`src/rtl/rfid_pkg.sv`:
```
package rfid_pkg;

  localparam int TABLE_DEPTH = 8;
  localparam int IDX_W       = (TABLE_DEPTH > 1) ? $clog2(TABLE_DEPTH) : 1;
  localparam int LOST_W      = $clog2(TABLE_DEPTH + 1);
  localparam int FRAME_LEN   = 21;
  localparam int BIDX_W      = 5;
  localparam int TMR_W       = 21;   // limits are 20 bits; a count never passes limit + 1

  // payload byte positions
  localparam logic [BIDX_W-1:0] POS_ID_HI  = 5'd4;
  localparam logic [BIDX_W-1:0] POS_ID_MID = 5'd5;
  localparam logic [BIDX_W-1:0] POS_ID_LO  = 5'd6;
  localparam logic [BIDX_W-1:0] POS_STR_HI = 5'd9;
  localparam logic [BIDX_W-1:0] POS_STR_LO = 5'd10;
  localparam logic [BIDX_W-1:0] POS_DUR    = 5'd11;
  localparam logic [BIDX_W-1:0] POS_SUM    = 5'd18;
  localparam logic [BIDX_W-1:0] POS_LF     = 5'd19;
  localparam logic [BIDX_W-1:0] POS_LAST   = BIDX_W'(FRAME_LEN - 1);
  localparam logic [7:0]        FRAME_LF   = 8'h0A;
  localparam logic [7:0]        FRAME_CR   = 8'h0D;
  localparam logic [7:0]        ADD_HITS   = 8'd2;
  localparam logic [7:0]        HITS_MAX   = 8'd255;

  localparam logic OP_BYTE = 1'b0;
  localparam logic OP_TICK = 1'b1;

  localparam logic [2:0] EV_NONE    = 3'd0;
  localparam logic [2:0] EV_REFRESH = 3'd1;
  localparam logic [2:0] EV_ADDED   = 3'd2;
  localparam logic [2:0] EV_REJECT  = 3'd3;
  localparam logic [2:0] EV_CAND    = 3'd4;

  localparam logic [2:0] REG_MAX_PERSIST = 3'd0;
  localparam logic [2:0] REG_TABLE_PER   = 3'd1;
  localparam logic [2:0] REG_BYTE_TO     = 3'd2;
  localparam logic [2:0] REG_CAND_TO     = 3'd3;
  localparam logic [2:0] REG_HDR1        = 3'd4;
  localparam logic [2:0] REG_HDR2        = 3'd5;
  localparam logic [2:0] REG_HDR3        = 3'd6;
  localparam logic [2:0] REG_WEAK        = 3'd7;

  typedef struct packed {
    logic       operation;
    logic [7:0] rx_byte;
  } in_item_t;

  typedef struct packed {
    logic [2:0]  event_res;
    logic [23:0] tag_id;
    logic [2:0]  slot;
    logic [15:0] strength;
    logic [7:0]  duress;
    logic [3:0]  lost_count;
    logic        aged;
  } out_item_t;

  typedef struct packed {
    logic [7:0]  max_persist;
    logic [19:0] table_period;
    logic [19:0] byte_timeout;
    logic [19:0] candidate_timeout;
    logic [7:0]  header_first;
    logic [7:0]  header_second;
    logic [7:0]  header_third;
    logic [15:0] weak_level;
  } cfg_t;

  typedef struct packed {
    logic load;
    logic tick_step;
    logic byte_step;
    logic age_step;
    logic look_step;
    logic commit;
    logic emit;
  } cmd_t;

  typedef struct packed {
    logic age_go;
    logic frame_hit;
    logic walk_last;
    logic out_free;
  } sts_t;

  typedef enum logic [2:0] {
    ST_IDLE, ST_TICK, ST_AGE, ST_BYTE, ST_LOOK, ST_COMMIT, ST_DONE
  } state_t;

  typedef enum logic [1:0] {
    PH_HDR1, PH_HDR2, PH_HDR3, PH_PAYLOAD
  } phase_t;

endpackage

```
`src/rtl/rfid_tag_presence_tracker.sv`:
```
// RFID tag presence tracker.
// Input channel (in_valid/in_ready/in_data): one transfer is either a byte from
// the reader link (operation 0) or one time tick (operation 1).
// Result channel (out_valid/out_ready/out_data): exactly one result per input
// transfer, in order: frame event, tag fields, table slot, and for ticks the
// aging summary (aged, lost_count).
// Config: APB-style write/read, registers at byte address 4*index, pready tied
// high. Write only while the block is idle.
// Flow: a tick passes the tick step on its way to the result register, and an
// aging pass (one table entry per cycle) when the table period has run out. A
// byte passes the byte step, and when it closes a good frame a table lookup over
// every entry and a commit step. One item is in work at a time; the next is
// accepted once the result has been loaded into the output register.
// Stall: a finished result waits in the output register while the next item is
// already accepted and worked on; it is only held before its own result load
// until out_ready frees the register.
// Reset (rst_n low, synchronous): parser to first-header hunt, timers, table
// and candidate cleared, config back to defaults, output empty.
module rfid_tag_presence_tracker (
  input  logic                clk,
  input  logic                rst_n,
  input  logic                in_valid,
  output logic                in_ready,
  input  rfid_pkg::in_item_t  in_data,
  output logic                out_valid,
  input  logic                out_ready,
  output rfid_pkg::out_item_t out_data,
  input  logic                psel,
  input  logic                penable,
  input  logic                pwrite,
  input  logic [4:0]          paddr,
  input  logic [31:0]         pwdata,
  output logic [31:0]         prdata,
  output logic                pready
);
  import rfid_pkg::*;

  cfg_t       cfg_r, cfg_nxt;
  cmd_t       cmd;
  sts_t       sts;
  logic [2:0] reg_idx;
  logic       wr_en;

  assign pready  = 1'b1;
  assign reg_idx = paddr[4:2];
  assign wr_en   = psel && penable && pwrite;

  // register write
  always_comb begin
    cfg_nxt = cfg_r;
    if (wr_en) begin
      unique case (reg_idx)
        REG_MAX_PERSIST: cfg_nxt.max_persist       = pwdata[7:0];
        REG_TABLE_PER:   cfg_nxt.table_period      = pwdata[19:0];
        REG_BYTE_TO:     cfg_nxt.byte_timeout      = pwdata[19:0];
        REG_CAND_TO:     cfg_nxt.candidate_timeout = pwdata[19:0];
        REG_HDR1:        cfg_nxt.header_first      = pwdata[7:0];
        REG_HDR2:        cfg_nxt.header_second     = pwdata[7:0];
        REG_HDR3:        cfg_nxt.header_third      = pwdata[7:0];
        REG_WEAK:        cfg_nxt.weak_level        = pwdata[15:0];
        default:         cfg_nxt = cfg_r;
      endcase
    end
  end

  // register readback
  always_comb begin
    unique case (reg_idx)
      REG_MAX_PERSIST: prdata = 32'(cfg_r.max_persist);
      REG_TABLE_PER:   prdata = 32'(cfg_r.table_period);
      REG_BYTE_TO:     prdata = 32'(cfg_r.byte_timeout);
      REG_CAND_TO:     prdata = 32'(cfg_r.candidate_timeout);
      REG_HDR1:        prdata = 32'(cfg_r.header_first);
      REG_HDR2:        prdata = 32'(cfg_r.header_second);
      REG_HDR3:        prdata = 32'(cfg_r.header_third);
      REG_WEAK:        prdata = 32'(cfg_r.weak_level);
      default:         prdata = '0;
    endcase
  end

  always_ff @(posedge clk) begin
    if (!rst_n) begin
      cfg_r.max_persist       <= 8'd30;
      cfg_r.table_period      <= 20'd1000;
      cfg_r.byte_timeout      <= 20'd100;
      cfg_r.candidate_timeout <= 20'd30000;
      cfg_r.header_first      <= 8'd33;
      cfg_r.header_second     <= 8'd42;
      cfg_r.header_third      <= 8'd42;
      cfg_r.weak_level        <= 16'd100;
    end else begin
      cfg_r <= cfg_nxt;
    end
  end

  rfid_ctrl u_ctrl (
    .clk      (clk),
    .rst_n    (rst_n),
    .in_valid (in_valid),
    .in_op    (in_data.operation),
    .in_ready (in_ready),
    .sts      (sts),
    .cmd      (cmd)
  );

  rfid_dpath u_dpath (
    .clk       (clk),
    .rst_n     (rst_n),
    .cfg       (cfg_r),
    .in_data   (in_data),
    .cmd       (cmd),
    .sts       (sts),
    .out_valid (out_valid),
    .out_ready (out_ready),
    .out_data  (out_data)
  );

`ifndef SYNTHESIS
  // one item in work at a time
  a_one_at_a_time: assert property (@(posedge clk) disable iff (!rst_n)
    in_valid && in_ready |=> !in_ready)
    else $error("second item accepted while one is in work");

  // aging only on ticks, which carry no frame event
  a_aged_no_event: assert property (@(posedge clk) disable iff (!rst_n)
    out_valid && out_data.aged |-> out_data.event_res == EV_NONE)
    else $error("aging result carries a frame event");

  // an added tag has a nonzero id
  a_added_id: assert property (@(posedge clk) disable iff (!rst_n)
    out_valid && out_data.event_res == EV_ADDED |-> out_data.tag_id != 24'd0)
    else $error("tag added with zero id");

  // a rejected frame reports no tag fields
  a_reject_clear: assert property (@(posedge clk) disable iff (!rst_n)
    out_valid && out_data.event_res == EV_REJECT |->
      out_data.tag_id == 24'd0 && out_data.slot == 3'd0 && out_data.strength == 16'd0)
    else $error("rejected frame with tag fields");
`endif

endmodule

```
`src/rtl/rfid_ctrl.sv`:
```
module rfid_ctrl (
  input  logic           clk,
  input  logic           rst_n,
  input  logic           in_valid,
  input  logic           in_op,
  output logic           in_ready,
  input  rfid_pkg::sts_t sts,
  output rfid_pkg::cmd_t cmd
);
  import rfid_pkg::*;

  state_t state_r, state_nxt;

  always_comb begin
    state_nxt = state_r;
    unique case (state_r)
      ST_IDLE: begin
        if (in_valid) state_nxt = (in_op == OP_TICK) ? ST_TICK : ST_BYTE;
      end
      ST_TICK:   state_nxt = sts.age_go ? ST_AGE : ST_DONE;
      ST_AGE:    if (sts.walk_last) state_nxt = ST_DONE;
      ST_BYTE:   state_nxt = sts.frame_hit ? ST_LOOK : ST_DONE;
      ST_LOOK:   if (sts.walk_last) state_nxt = ST_COMMIT;
      ST_COMMIT: state_nxt = ST_DONE;
      ST_DONE:   if (sts.out_free) state_nxt = ST_IDLE;
      default:   state_nxt = ST_IDLE;
    endcase
  end

  always_comb begin
    cmd = '0;
    in_ready = 1'b0;
    unique case (state_r)
      ST_IDLE: begin
        in_ready = 1'b1;
        cmd.load = in_valid;
      end
      ST_TICK:   cmd.tick_step = 1'b1;
      ST_AGE:    cmd.age_step  = 1'b1;
      ST_BYTE:   cmd.byte_step = 1'b1;
      ST_LOOK:   cmd.look_step = 1'b1;
      ST_COMMIT: cmd.commit    = 1'b1;
      ST_DONE:   cmd.emit      = sts.out_free;
      default:   cmd = '0;
    endcase
  end

  always_ff @(posedge clk) begin
    if (!rst_n) state_r <= ST_IDLE;
    else        state_r <= state_nxt;
  end

endmodule

```
`src/rtl/rfid_dpath.sv`:
```
module rfid_dpath (
  input  logic                clk,
  input  logic                rst_n,
  input  rfid_pkg::cfg_t      cfg,
  input  rfid_pkg::in_item_t  in_data,
  input  rfid_pkg::cmd_t      cmd,
  output rfid_pkg::sts_t      sts,
  output logic                out_valid,
  input  logic                out_ready,
  output rfid_pkg::out_item_t out_data
);
  import rfid_pkg::*;

  // captured item
  logic [7:0] byte_r, byte_nxt;

  // parser
  phase_t            phase_r, phase_nxt;
  logic [BIDX_W-1:0] bidx_r, bidx_nxt;
  logic [7:0]        sum_r, sum_nxt;
  logic [7:0]        fid_hi_r, fid_hi_nxt, fid_mid_r, fid_mid_nxt, fid_lo_r, fid_lo_nxt;
  logic [7:0]        fstr_hi_r, fstr_hi_nxt, fstr_lo_r, fstr_lo_nxt, fdur_r, fdur_nxt;
  logic [7:0]        fchk_r, fchk_nxt, flf_r, flf_nxt;

  // timers
  logic [TMR_W-1:0] tb_cnt_r, tb_cnt_nxt, by_cnt_r, by_cnt_nxt, cd_cnt_r, cd_cnt_nxt;
  logic             by_fired_r, by_fired_nxt, cd_fired_r, cd_fired_nxt;

  // tag table
  logic [23:0] ent_id_r   [TABLE_DEPTH];
  logic [23:0] ent_id_nxt [TABLE_DEPTH];
  logic [15:0] ent_str_r  [TABLE_DEPTH];
  logic [15:0] ent_str_nxt[TABLE_DEPTH];
  logic [7:0]  ent_dur_r  [TABLE_DEPTH];
  logic [7:0]  ent_dur_nxt[TABLE_DEPTH];
  logic [7:0]  ent_cnt_r  [TABLE_DEPTH];
  logic [7:0]  ent_cnt_nxt[TABLE_DEPTH];
  logic [TABLE_DEPTH-1:0] ent_pres_r, ent_pres_nxt;

  logic [23:0] cand_id_r, cand_id_nxt;
  logic [7:0]  cand_hits_r, cand_hits_nxt;

  // walk
  logic [IDX_W-1:0] widx_r, widx_nxt, hit_slot_r, hit_slot_nxt, free_slot_r, free_slot_nxt;
  logic             hit_r, hit_nxt, free_r, free_nxt;

  // result
  logic [2:0]        ev_r, ev_nxt;
  logic [23:0]       rid_r, rid_nxt;
  logic [2:0]        rslot_r, rslot_nxt;
  logic [15:0]       rstr_r, rstr_nxt;
  logic [7:0]        rdur_r, rdur_nxt;
  logic [LOST_W-1:0] lost_r, lost_nxt;
  logic              aged_r, aged_nxt;

  out_item_t out_r, out_nxt;
  logic      ov_r, ov_nxt;

  logic [TMR_W-1:0] tb_inc, by_inc, cd_inc;
  logic             tb_fire, by_fire;
  phase_t           eph;
  logic [BIDX_W-1:0] ebidx;
  logic             frame_end, frame_good;
  logic [23:0]      fid;
  logic [7:0]       hits_inc;

  assign tb_inc  = tb_cnt_r + TMR_W'(1);
  assign by_inc  = by_cnt_r + TMR_W'(1);
  assign cd_inc  = cd_cnt_r + TMR_W'(1);
  assign tb_fire = tb_inc > TMR_W'(cfg.table_period);
  assign by_fire = by_fired_r || (by_inc > TMR_W'(cfg.byte_timeout));

  assign eph       = by_fired_r ? PH_HDR1 : phase_r;
  assign ebidx     = by_fired_r ? '0 : bidx_r;
  assign frame_end = (eph == PH_PAYLOAD) && (ebidx == POS_LAST);
  assign fid       = {fid_hi_r, fid_mid_r, fid_lo_r};
  assign frame_good = (sum_r == fchk_r) && (flf_r == FRAME_LF) &&
                      (byte_r == FRAME_CR) && (fid != 24'd0);
  assign hits_inc  = (cand_hits_r != HITS_MAX) ? cand_hits_r + 8'd1 : cand_hits_r;

  assign sts.age_go    = tb_fire;
  assign sts.frame_hit = frame_end && frame_good;
  assign sts.walk_last = (widx_r == IDX_W'(TABLE_DEPTH - 1));
  assign sts.out_free  = !ov_r || out_ready;

  always_comb begin
    byte_nxt = byte_r;
    phase_nxt = phase_r;  bidx_nxt = bidx_r;  sum_nxt = sum_r;
    fid_hi_nxt = fid_hi_r; fid_mid_nxt = fid_mid_r; fid_lo_nxt = fid_lo_r;
    fstr_hi_nxt = fstr_hi_r; fstr_lo_nxt = fstr_lo_r; fdur_nxt = fdur_r;
    fchk_nxt = fchk_r; flf_nxt = flf_r;
    tb_cnt_nxt = tb_cnt_r; by_cnt_nxt = by_cnt_r; cd_cnt_nxt = cd_cnt_r;
    by_fired_nxt = by_fired_r; cd_fired_nxt = cd_fired_r;
    ent_id_nxt = ent_id_r; ent_str_nxt = ent_str_r; ent_dur_nxt = ent_dur_r;
    ent_cnt_nxt = ent_cnt_r; ent_pres_nxt = ent_pres_r;
    cand_id_nxt = cand_id_r; cand_hits_nxt = cand_hits_r;
    widx_nxt = widx_r; hit_slot_nxt = hit_slot_r; free_slot_nxt = free_slot_r;
    hit_nxt = hit_r; free_nxt = free_r;
    ev_nxt = ev_r; rid_nxt = rid_r; rslot_nxt = rslot_r; rstr_nxt = rstr_r;
    rdur_nxt = rdur_r; lost_nxt = lost_r; aged_nxt = aged_r;
    out_nxt = out_r;
    ov_nxt = ov_r && !out_ready;

    if (cmd.load) begin
      byte_nxt = in_data.rx_byte;
      ev_nxt = EV_NONE; rid_nxt = '0; rslot_nxt = '0; rstr_nxt = '0; rdur_nxt = '0;
      lost_nxt = '0; aged_nxt = 1'b0;
      widx_nxt = '0; hit_nxt = 1'b0; free_nxt = 1'b0;
      hit_slot_nxt = '0; free_slot_nxt = '0;
    end

    if (cmd.tick_step) begin
      if (tb_fire) begin
        tb_cnt_nxt = '0;
        aged_nxt = 1'b1;
      end else begin
        tb_cnt_nxt = tb_inc;
      end
      if (!by_fired_r) begin
        by_cnt_nxt = by_inc;
        by_fired_nxt = by_inc > TMR_W'(cfg.byte_timeout);
      end
      if (!cd_fired_r) begin
        cd_cnt_nxt = cd_inc;
        cd_fired_nxt = cd_inc > TMR_W'(cfg.candidate_timeout);
      end
      if (by_fire) begin
        phase_nxt = PH_HDR1;
        bidx_nxt = '0;
      end
    end

    if (cmd.byte_step) begin
      phase_nxt = eph;
      bidx_nxt = ebidx;
      unique case (eph)
        PH_HDR1: if (byte_r == cfg.header_first) begin
          phase_nxt = PH_HDR2; by_cnt_nxt = '0; by_fired_nxt = 1'b0;
        end
        PH_HDR2: if (byte_r == cfg.header_second) begin
          phase_nxt = PH_HDR3; by_cnt_nxt = '0; by_fired_nxt = 1'b0;
        end
        PH_HDR3: if (byte_r == cfg.header_third) begin
          phase_nxt = PH_PAYLOAD; bidx_nxt = '0; by_cnt_nxt = '0; by_fired_nxt = 1'b0;
        end
        PH_PAYLOAD: begin
          by_cnt_nxt = '0;
          by_fired_nxt = 1'b0;
          bidx_nxt = ebidx + BIDX_W'(1);
          if (ebidx == '0)          sum_nxt = byte_r;
          else if (ebidx < POS_SUM) sum_nxt = sum_r + byte_r;
          if (ebidx == POS_ID_HI)  fid_hi_nxt  = byte_r;
          if (ebidx == POS_ID_MID) fid_mid_nxt = byte_r;
          if (ebidx == POS_ID_LO)  fid_lo_nxt  = byte_r;
          if (ebidx == POS_STR_HI) fstr_hi_nxt = byte_r;
          if (ebidx == POS_STR_LO) fstr_lo_nxt = byte_r;
          if (ebidx == POS_DUR)    fdur_nxt    = byte_r;
          if (ebidx == POS_SUM)    fchk_nxt    = byte_r;
          if (ebidx == POS_LF)     flf_nxt     = byte_r;
          if (frame_end) begin
            phase_nxt = PH_HDR1;
            bidx_nxt = '0;
            if (frame_good) begin
              rid_nxt = fid;
              rstr_nxt = {fstr_hi_r, fstr_lo_r};
              rdur_nxt = fdur_r;
            end else begin
              ev_nxt = EV_REJECT;
            end
          end
        end
        default: phase_nxt = PH_HDR1;
      endcase
    end

    if (cmd.age_step) begin
      if (ent_cnt_r[widx_r] > 8'd1) begin
        ent_cnt_nxt[widx_r] = ent_cnt_r[widx_r] - 8'd1;
      end else if ((ent_cnt_r[widx_r] == 8'd1 || ent_str_r[widx_r] < cfg.weak_level)
                   && ent_pres_r[widx_r]) begin
        ent_pres_nxt[widx_r] = 1'b0;
        lost_nxt = lost_r + LOST_W'(1);
      end
    end

    if (cmd.look_step) begin
      if (!hit_r && ent_id_r[widx_r] == rid_r) begin
        hit_nxt = 1'b1; hit_slot_nxt = widx_r;
      end
      if (!free_r && ent_cnt_r[widx_r] == 8'd0) begin
        free_nxt = 1'b1; free_slot_nxt = widx_r;
      end
    end

    if (cmd.age_step || cmd.look_step) widx_nxt = widx_r + IDX_W'(1);

    if (cmd.commit) begin
      ev_nxt = EV_CAND;
      if (hit_r) begin
        ent_cnt_nxt[hit_slot_r] = cfg.max_persist;
        ent_str_nxt[hit_slot_r] = rstr_r;
        ent_dur_nxt[hit_slot_r] = rdur_r;
        ev_nxt = EV_REFRESH;
        rslot_nxt = 3'(hit_slot_r);
      end else if (cand_id_r == 24'd0) begin
        cand_id_nxt = rid_r;
        cand_hits_nxt = '0;
        cd_cnt_nxt = '0;
        cd_fired_nxt = 1'b0;
      end else if (cand_id_r == rid_r) begin
        cand_hits_nxt = hits_inc;
        if (hits_inc > ADD_HITS && free_r) begin
          ent_id_nxt[free_slot_r]  = rid_r;
          ent_str_nxt[free_slot_r] = rstr_r;
          ent_dur_nxt[free_slot_r] = rdur_r;
          ent_pres_nxt[free_slot_r] = 1'b1;
          ent_cnt_nxt[free_slot_r] = cfg.max_persist;
          cand_id_nxt = '0;
          ev_nxt = EV_ADDED;
          rslot_nxt = 3'(free_slot_r);
        end
      end else if (cd_fired_r) begin
        cand_id_nxt = '0;
      end
    end

    if (cmd.emit) begin
      ov_nxt = 1'b1;
      out_nxt.event_res  = ev_r;
      out_nxt.tag_id     = rid_r;
      out_nxt.slot       = rslot_r;
      out_nxt.strength   = rstr_r;
      out_nxt.duress     = rdur_r;
      out_nxt.lost_count = 4'(lost_r);
      out_nxt.aged       = aged_r;
    end
  end

  always_ff @(posedge clk) begin
    byte_r <= byte_nxt;
    sum_r <= sum_nxt;
    fid_hi_r <= fid_hi_nxt; fid_mid_r <= fid_mid_nxt; fid_lo_r <= fid_lo_nxt;
    fstr_hi_r <= fstr_hi_nxt; fstr_lo_r <= fstr_lo_nxt; fdur_r <= fdur_nxt;
    fchk_r <= fchk_nxt; flf_r <= flf_nxt;
    widx_r <= widx_nxt; hit_slot_r <= hit_slot_nxt; free_slot_r <= free_slot_nxt;
    hit_r <= hit_nxt; free_r <= free_nxt;
    ev_r <= ev_nxt; rid_r <= rid_nxt; rslot_r <= rslot_nxt; rstr_r <= rstr_nxt;
    rdur_r <= rdur_nxt; lost_r <= lost_nxt; aged_r <= aged_nxt;
    out_r <= out_nxt;
    if (!rst_n) begin
      phase_r <= PH_HDR1;
      bidx_r <= '0;
      tb_cnt_r <= '0; by_cnt_r <= '0; cd_cnt_r <= '0;
      by_fired_r <= 1'b0; cd_fired_r <= 1'b0;
      for (int i = 0; i < TABLE_DEPTH; i++) begin
        ent_id_r[i] <= '0; ent_str_r[i] <= '0; ent_dur_r[i] <= '0; ent_cnt_r[i] <= '0;
      end
      ent_pres_r <= '0;
      cand_id_r <= '0;
      cand_hits_r <= '0;
      ov_r <= 1'b0;
    end else begin
      phase_r <= phase_nxt;
      bidx_r <= bidx_nxt;
      tb_cnt_r <= tb_cnt_nxt; by_cnt_r <= by_cnt_nxt; cd_cnt_r <= cd_cnt_nxt;
      by_fired_r <= by_fired_nxt; cd_fired_r <= cd_fired_nxt;
      ent_id_r <= ent_id_nxt; ent_str_r <= ent_str_nxt; ent_dur_r <= ent_dur_nxt;
      ent_cnt_r <= ent_cnt_nxt;
      ent_pres_r <= ent_pres_nxt;
      cand_id_r <= cand_id_nxt;
      cand_hits_r <= cand_hits_nxt;
      ov_r <= ov_nxt;
    end
  end

  assign out_valid = ov_r;
  assign out_data  = out_r;

endmodule
```
`config.mk`:
```
export PLATFORM = sky130hd
export DESIGN_NAME = rfid_tag_presence_tracker
export DESIGN_NICKNAME = d
export VERILOG_FILES = /design/src/rtl/rfid_pkg.sv /design/src/rtl/rfid_tag_presence_tracker.sv /design/src/rtl/rfid_ctrl.sv /design/src/rtl/rfid_dpath.sv
export SDC_FILE = /design/constraint.sdc
export NUM_CORES = 2
export LEC_CHECK = 0
export BUFFER_PORTS_ARGS = -buffer_cell sky130_fd_sc_hd__buf_2
export CORE_UTILIZATION = 62
export DETAILED_ROUTE_END_ITERATION = 6
export PLACE_DENSITY = 0.83
export SYNTH_ARGS = -nofsm -noshare
export SYNTH_HDL_FRONTEND = slang
export SYNTH_SLANG_ARGS = --single-unit
```
`constraint.sdc`:
```
create_clock -name clk -period 4.8 [get_ports clk]
set_input_delay 0 -clock clk [delete_from_list [all_inputs] [get_ports clk]]
set_output_delay 0 -clock clk [all_outputs]
set_load 0.02 [all_outputs]
```
* Word-level counts from Yosys, hierarchy flattened
Cells that the tools add are included.
W data, S select, Z words.
** Storage, ports and cells
- Logic and storage cells :: 384
- RAM bits :: 0
- Memories kept :: 0
- Latch bits :: 0
- Flip-flop bits (word level) :: 817
- Output and inout port bits :: 94
- Memory bits (read-only) :: 0
- Input port bits :: 53
** Operators by class
- Eq/ne operators :: 42
- Add/sub/neg operators :: 9
- $mul :: 0
- Shift-type cells :: 0
- Divide/modulo/power cells :: 0
- Bitwise logic cells :: 8
- Mux-type cells :: 172
- Reduce and logical (&&, ||, !) cells :: 63
- $lt $le $gt $ge :: 17
** Operators by type and width (number)
- $mux W128 :: 4
- $mux W64 :: 7
- $mux W24 :: 12
- $bwmux W128 :: 2
- $pmux W32 S8 :: 1
- $mux W21 :: 12
- $bwmux W192 :: 1
- $bwmux W64 :: 3
- $mux W8 :: 23
- $mux W16 :: 9
- $demux W16 S3 :: 2
- $mux W3 :: 29
- $pmux W21 S4 :: 1
- $bmux W24 S3 :: 1
- $demux W24 S3 :: 1
- $demux W8 S3 :: 3
- $add A21 B1 Y21 const B :: 3
- $gt A21 B20 Y1 :: 3
- $bmux W16 S3 :: 1
- $eq A24 B24 Y1 :: 2
- $eq A8 B8 Y1 :: 4
- $mux W1 :: 32
- $mux W5 :: 6
- $reduce_and A3 Y1 :: 10
- 56 further kinds :: 139

* Depth between registers and ports, before layout
- Depth in word-level cells :: 16
- Gate-level depth with buffers :: 18
- Mapped depth without buffers :: 15

* Cells and area by module
From an unflattened synthesis, not the netlist that was laid out.
** Unflattened totals
- Cells, all modules :: 4477
- Area, all modules :: 39718.1 um2
** By module, submodules not included
- rfid_dpath :: cells an instance 3823, instances 1, area an instance 34444.3 um2, sequential area each 15554.9 um2
- rfid_tag_presence_tracker :: cells an instance 623, instances 1, area an instance 5039.8 um2, sequential area each 2162.1 um2
- rfid_ctrl :: cells an instance 31, instances 1, area an instance 234.0 um2, sequential area each 60.1 um2

* Least setup slack after synthesis
Ideal clock, no wire load.
- Path type :: register to register
- From :: register u_ctrl.state_r[2]
- To :: register u_dpath.out_r (netlist bit u_dpath.out_data[0]) (enable)
- Stages on the path, launching flop included :: 5
- Path buffers :: 2
- Arrival :: 3.411 ns
- Path slack :: 0.913 ns
- Library setup time :: 0.476 ns
- Clock period less this slack :: 3.887 ns
- Data required time :: 4.324 ns
- Cell sequence :: dfxtp_1 > clkbuf_1 > clkbuf_1 > nand3b_1 > nor2_1
** RTL lines
- start, declared :: RTL line rfid_ctrl.sv:12 : state_t state_r, state_nxt;
- start signal, assigned :: RTL line rfid_ctrl.sv:50 : else state_r <= state_nxt;
- end signal, assigned :: RTL line rfid_dpath.sv:249 : out_r <= out_nxt;
- end, declared :: RTL line rfid_dpath.sv:56 : out_item_t out_r, out_nxt;

* Final worst setup path
- From :: register u_dpath.by_cnt_r[0]
- To :: register u_dpath.bidx_r[0]
** Between the ends
- Longest elaborated chain between the ends :: 5
** RTL lines
- start, declared :: RTL line rfid_dpath.sv:26 : logic [TMR_W-1:0] tb_cnt_r, tb_cnt_nxt, by_cnt_r, by_cnt_nxt, cd_cnt_r, cd_cnt_nxt;
- start signal, assigned :: RTL line rfid_dpath.sv:265 : tb_cnt_r <= tb_cnt_nxt; by_cnt_r <= by_cnt_nxt; cd_cnt_r <= cd_cnt_nxt;
- $add A21 B1 Y21 :: RTL line rfid_dpath.sv:68 : assign by_inc = by_cnt_r + TMR_W'(1);
- $gt A21 B20 Y1 :: RTL line rfid_dpath.sv:71 : assign by_fire = by_fired_r || (by_inc > TMR_W'(cfg.byte_timeout));
- $logic_or A1 B1 Y1 :: RTL line rfid_dpath.sv:71
- $reduce_bool A2 Y1 (no line)
- $reduce_and A2 Y1 (no line)
- end signal, assigned :: RTL line rfid_dpath.sv:264 : bidx_r <= bidx_nxt;
- end, declared :: RTL line rfid_dpath.sv:19 : logic [BIDX_W-1:0] bidx_r, bidx_nxt;
No other way between the ends.
A chain may end at the register's enable or synchronous reset.

==> reports/qor.txt <==
Final wirelength: 116000 um
Endpoints failing hold: 0
Result of the run: completed
Design area: 0.0425 mm2
Total standard cell area after synthesis: 0.0381 mm2
CTS Buffer Depth: 3
Synth top cells by count: 951 x nand2_1, 675 x dfxtp_1, 474 x a21oi_1, 277 x nor2_1, 254 x clkbuf_1
Row cnt: 90
Tightest slew margin relative to the limit: 20.2%
YS warnings: 0
Crit path largest cell delay: 720 ps
Final weighted congestion in routability-driven placement: 0.930
Sequence of cells on the critical path: ha_1 -> nand4_1 -> nor3_1 -> and2_1 -> nand2_1 -> xnor2_1 -> ha_1 -> a21o_1 -> a21oi_1 -> nor2b_1 -> a2111oi_0 -> a21o_1 -> a31oi_1 -> o22ai_1
Min Clock Period, post-route: 4160 ps
Boundary pin count: 147
H-tree Lvls: 3
Number of nets in the final layout: 4527
Main flop type after synthesis: dfxtp_1
Leakage dissipation: 0.0151 uW
Cell count after placement: 5043
Effective utilization at floorplan: 62.9%
Num Clock Sinks: 817
Ranking of synthesized cells by area: dfxtp_1 35%, edfxtp_1 11%, nand2_1 9.4%
Antenna Violating Nets Remaining: 0
Total area of sequential cells: 0.0178 mm2
Cells on Worst Hold Path: 2
Max Fclk: 240 MHz
Flip-flop and latch count after synthesis: 817
Port-buffer cells: 119
Setup skew after layout: 33.9 ps
Vias in the first global route: 32200
Per-cell routed wire length: 22.2 um
Area used by multi-input combinational logic: 0.0185 mm2
Detailed router's first-iteration violation count: 4401
Power density of the placed cells: 424 mW/mm2
Total DRC errors in the routed layout: 0
DR vias/cell: 6.48
Crit path required time: 5370 ps
Worst Hold Class: in2reg
CP Launch Type: flop
FFs w/ async S/R, synth: 0%
Pin count of the biggest net entering global routing: 133
Worst path depth: 14
RSZ-0062 raised after global routing: no
Number of max-slew violations in the final report: 0
Number of optimization iterations in the first detailed-route pass: 7
Layout Cells excl Fill: 5231
Initial antenna violation count: 2
Number of vias after detailed routing: 33900
Clock transition at the registers of the reported paths: 70 ps
Fraction of final layout cells sized beyond drive strength 1: 10.8%
Total of max-cap violations: 0
Placed Area: 0.0391 mm2
Critical Path AT: 4730 ps
HPWL reported at the end of detailed placement: 72900 um
Worst path top cell family by delay: compound AO/OA/AOI/OAI gates
Leading area contributor after synthesis: dfxtp_1
Kind of end point of the critical path: flop
Height of the die: 250 um
Number of filler cells placed in the layout: 4347
Sum of negative setup slack: 0 ps
Most frequently used cell type in the post-synthesis netlist: nand2_1
Syn-to-layout area delta: 11.5%
Mean instance size in the synthesized netlist: 8.71 um2
TritonCTS Buffers: 83
Post-synth top area share: 35.4%
Count of unique library cells instantiated by Yosys: 92
Syn Inst Count: 4379
Peak supply drop: 0.000295 V
Largest fanout of any net on the critical path: 7
Total of endpoints with negative setup slack in the final report: 0
Slew of the pin with the lowest slew margin: 1190 ps
Overflow left after global routing: 0
Period utilisation layout: 86.6%
GRT Util Overall: 36.2%
Sequential fraction of the synthesis area: 46.6%
Overall die width: 250 um
Core box area: 0.0606 mm2
Worst skew pair latency: 660 ps
CTS tree: yes
R2R depth: 14
Class of the most critical setup path: reg2reg
Crit path max-delay cell type: a2111oi_0
Number of synthesized flops with an enable pin: 142
Floorplan die area: 0.0625 mm2
First-pass GRT wire length: 179000 um
Buffers and inverters on the worst path: 0
Clock tree root buffer cell: clkbuf_16
Post-CTS setup buffers: 0
final cells by class:
class                      instances  area share, %
timing repair buffer             256           4.18
antenna                            1        0.00589
multi-input combinational       3113           43.5
clock inverter                    52           1.88
inverter                         107          0.962
sequential                       817           41.8
clock buffer                     103           5.33
tap                              782           2.30
what timing repair did:
| action | 4_1_cts | 5_1_grt |
|---|---|---|
| gates resized for setup | 0 | 0 |
| endpoints found under the setup margin | 0 | 0 |
| hold buffers | 32 | 0 |
| endpoints found under the hold margin | 124 | 0 |
worst paths after layout:
| path | from | endpoint | slack, ps |
|---|---|---|---|
| worst min-delay path | in_data[2] | u_dpath.byte_r[2] | 60 |
| worst min register to register | u_dpath.rdur_r[1] | u_dpath.out_data[6] | 440 |
| worst max register to register | u_dpath.by_cnt_r[0] | u_dpath.bidx_r[0] | 640 |
| worst max-delay path | u_dpath.by_cnt_r[0] | u_dpath.bidx_r[0] | 640 |
report_power, final:
part,internal [uW],total (uW),switching (uW)
Sequential,7220,7550,330
Combinational,960,3270,2310
Clock,4310,7200,2890
Total,12500,18000,5530
worst reg2reg max path, stage by stage (launching register included):
cell and delay (ps):
dfxtp_1 400, ha_1 250, nand4_1 170, nor3_1 680, and2_1 270, nand2_1 80
xnor2_1 140, ha_1 310, a21o_1 170, a21oi_1 140, nor2b_1 50, a2111oi_0 720
a21o_1 350, a31oi_1 150, o22ai_1 200
state kept, by name (all words and copies together), names as in the netlist, 16 cells and up:
| name | flops |
|---|---|
| cfg_r | 108 |
| u_dpath.cand_id_r | 24 |
| u_dpath.rstr_r | 16 |
| u_dpath.cd_cnt_r | 21 |
| u_dpath.out_data | 59 |
| u_dpath.ent_str_r | 128 |
| u_dpath.tb_cnt_r | 21 |
| u_dpath.ent_cnt_r | 64 |
| u_dpath.rid_r | 24 |
| u_dpath.ent_id_r | 192 |
| u_dpath.by_cnt_r | 21 |
kinds of logic (layout without fill, tap and decap cells):
logic type | after synthesis | count (layout) | synth area share [%]
xor gates and xnor gates | 186 | 186 | 4.27
and+or+nand+nor | 1617 | 1617 | 18.5
AOI/OAI and AO/OA | 1001 | 1001 | 16.0
adders and majority gates | 96 | 96 | 3.17
muxes | 200 | 200 | 6.26
other | 2 | 14 | 0.0197
DFF | 817 | 817 | 46.6
buffers and inverters | 460 | 518 | 5.15
per-layer routing:
metal | GRT usage [%] | up-vias | share of wire, %
li1 | - | 15200 | -
met1 | 44.7 | 15900 | 37
met2 | 57.9 | 2232 | 45
met3 | 7.55 | 543 | 11
met4 | 22.5 | 2 | 6.9
met5 | 0 | - | 0.011
placed cells by master, fill, tap and decap left out, types with 13 or more instances in the layout:
| cell type | instances |
|---|---|
| a21o_1 | 31 |
| a21oi_1 | 473 |
| a221oi_1 | 28 |
| a22oi_1 | 126 |
| a31oi_1 | 32 |
| and2_1 | 14 |
| and3_1 | 29 |
| buf_2 | 119 |
| buf_4 | 99 |
| bufinv_16 | 17 |
| clkbuf_16 | 85 |
| conb_1 | 13 |
| dfxtp_1 | 675 |
| dlygate4sd3_1 | 32 |
| edfxtp_1 | 142 |
| ha_1 | 95 |
| inv_1 | 103 |
| mux2_2 | 33 |
| mux2i_1 | 138 |
| mux4_2 | 26 |
| nand2_1 | 950 |
| nand3_1 | 100 |
| nand4_1 | 64 |
| nor2_1 | 274 |
| nor2b_1 | 22 |
| nor3_1 | 42 |
| nor4_1 | 21 |
| o211ai_1 | 31 |
| o21ai_0 | 163 |
| xnor2_1 | 112 |
| xor2_1 | 74 |
metrics by stage:
step	hold slack (ps)	util, %	total power (uW)	setup slack, ps
final	61.3	70.2	18000	641
after global routing	74.0	70.2	18500	333
after CTS	42.2	70.2	17900	757
after detailed placement	179	64.6	10800	823
after global placement	176	64.6	10700	869
after floorplan	98.9	-	9730	913
(Power assumes the default switching activity.)
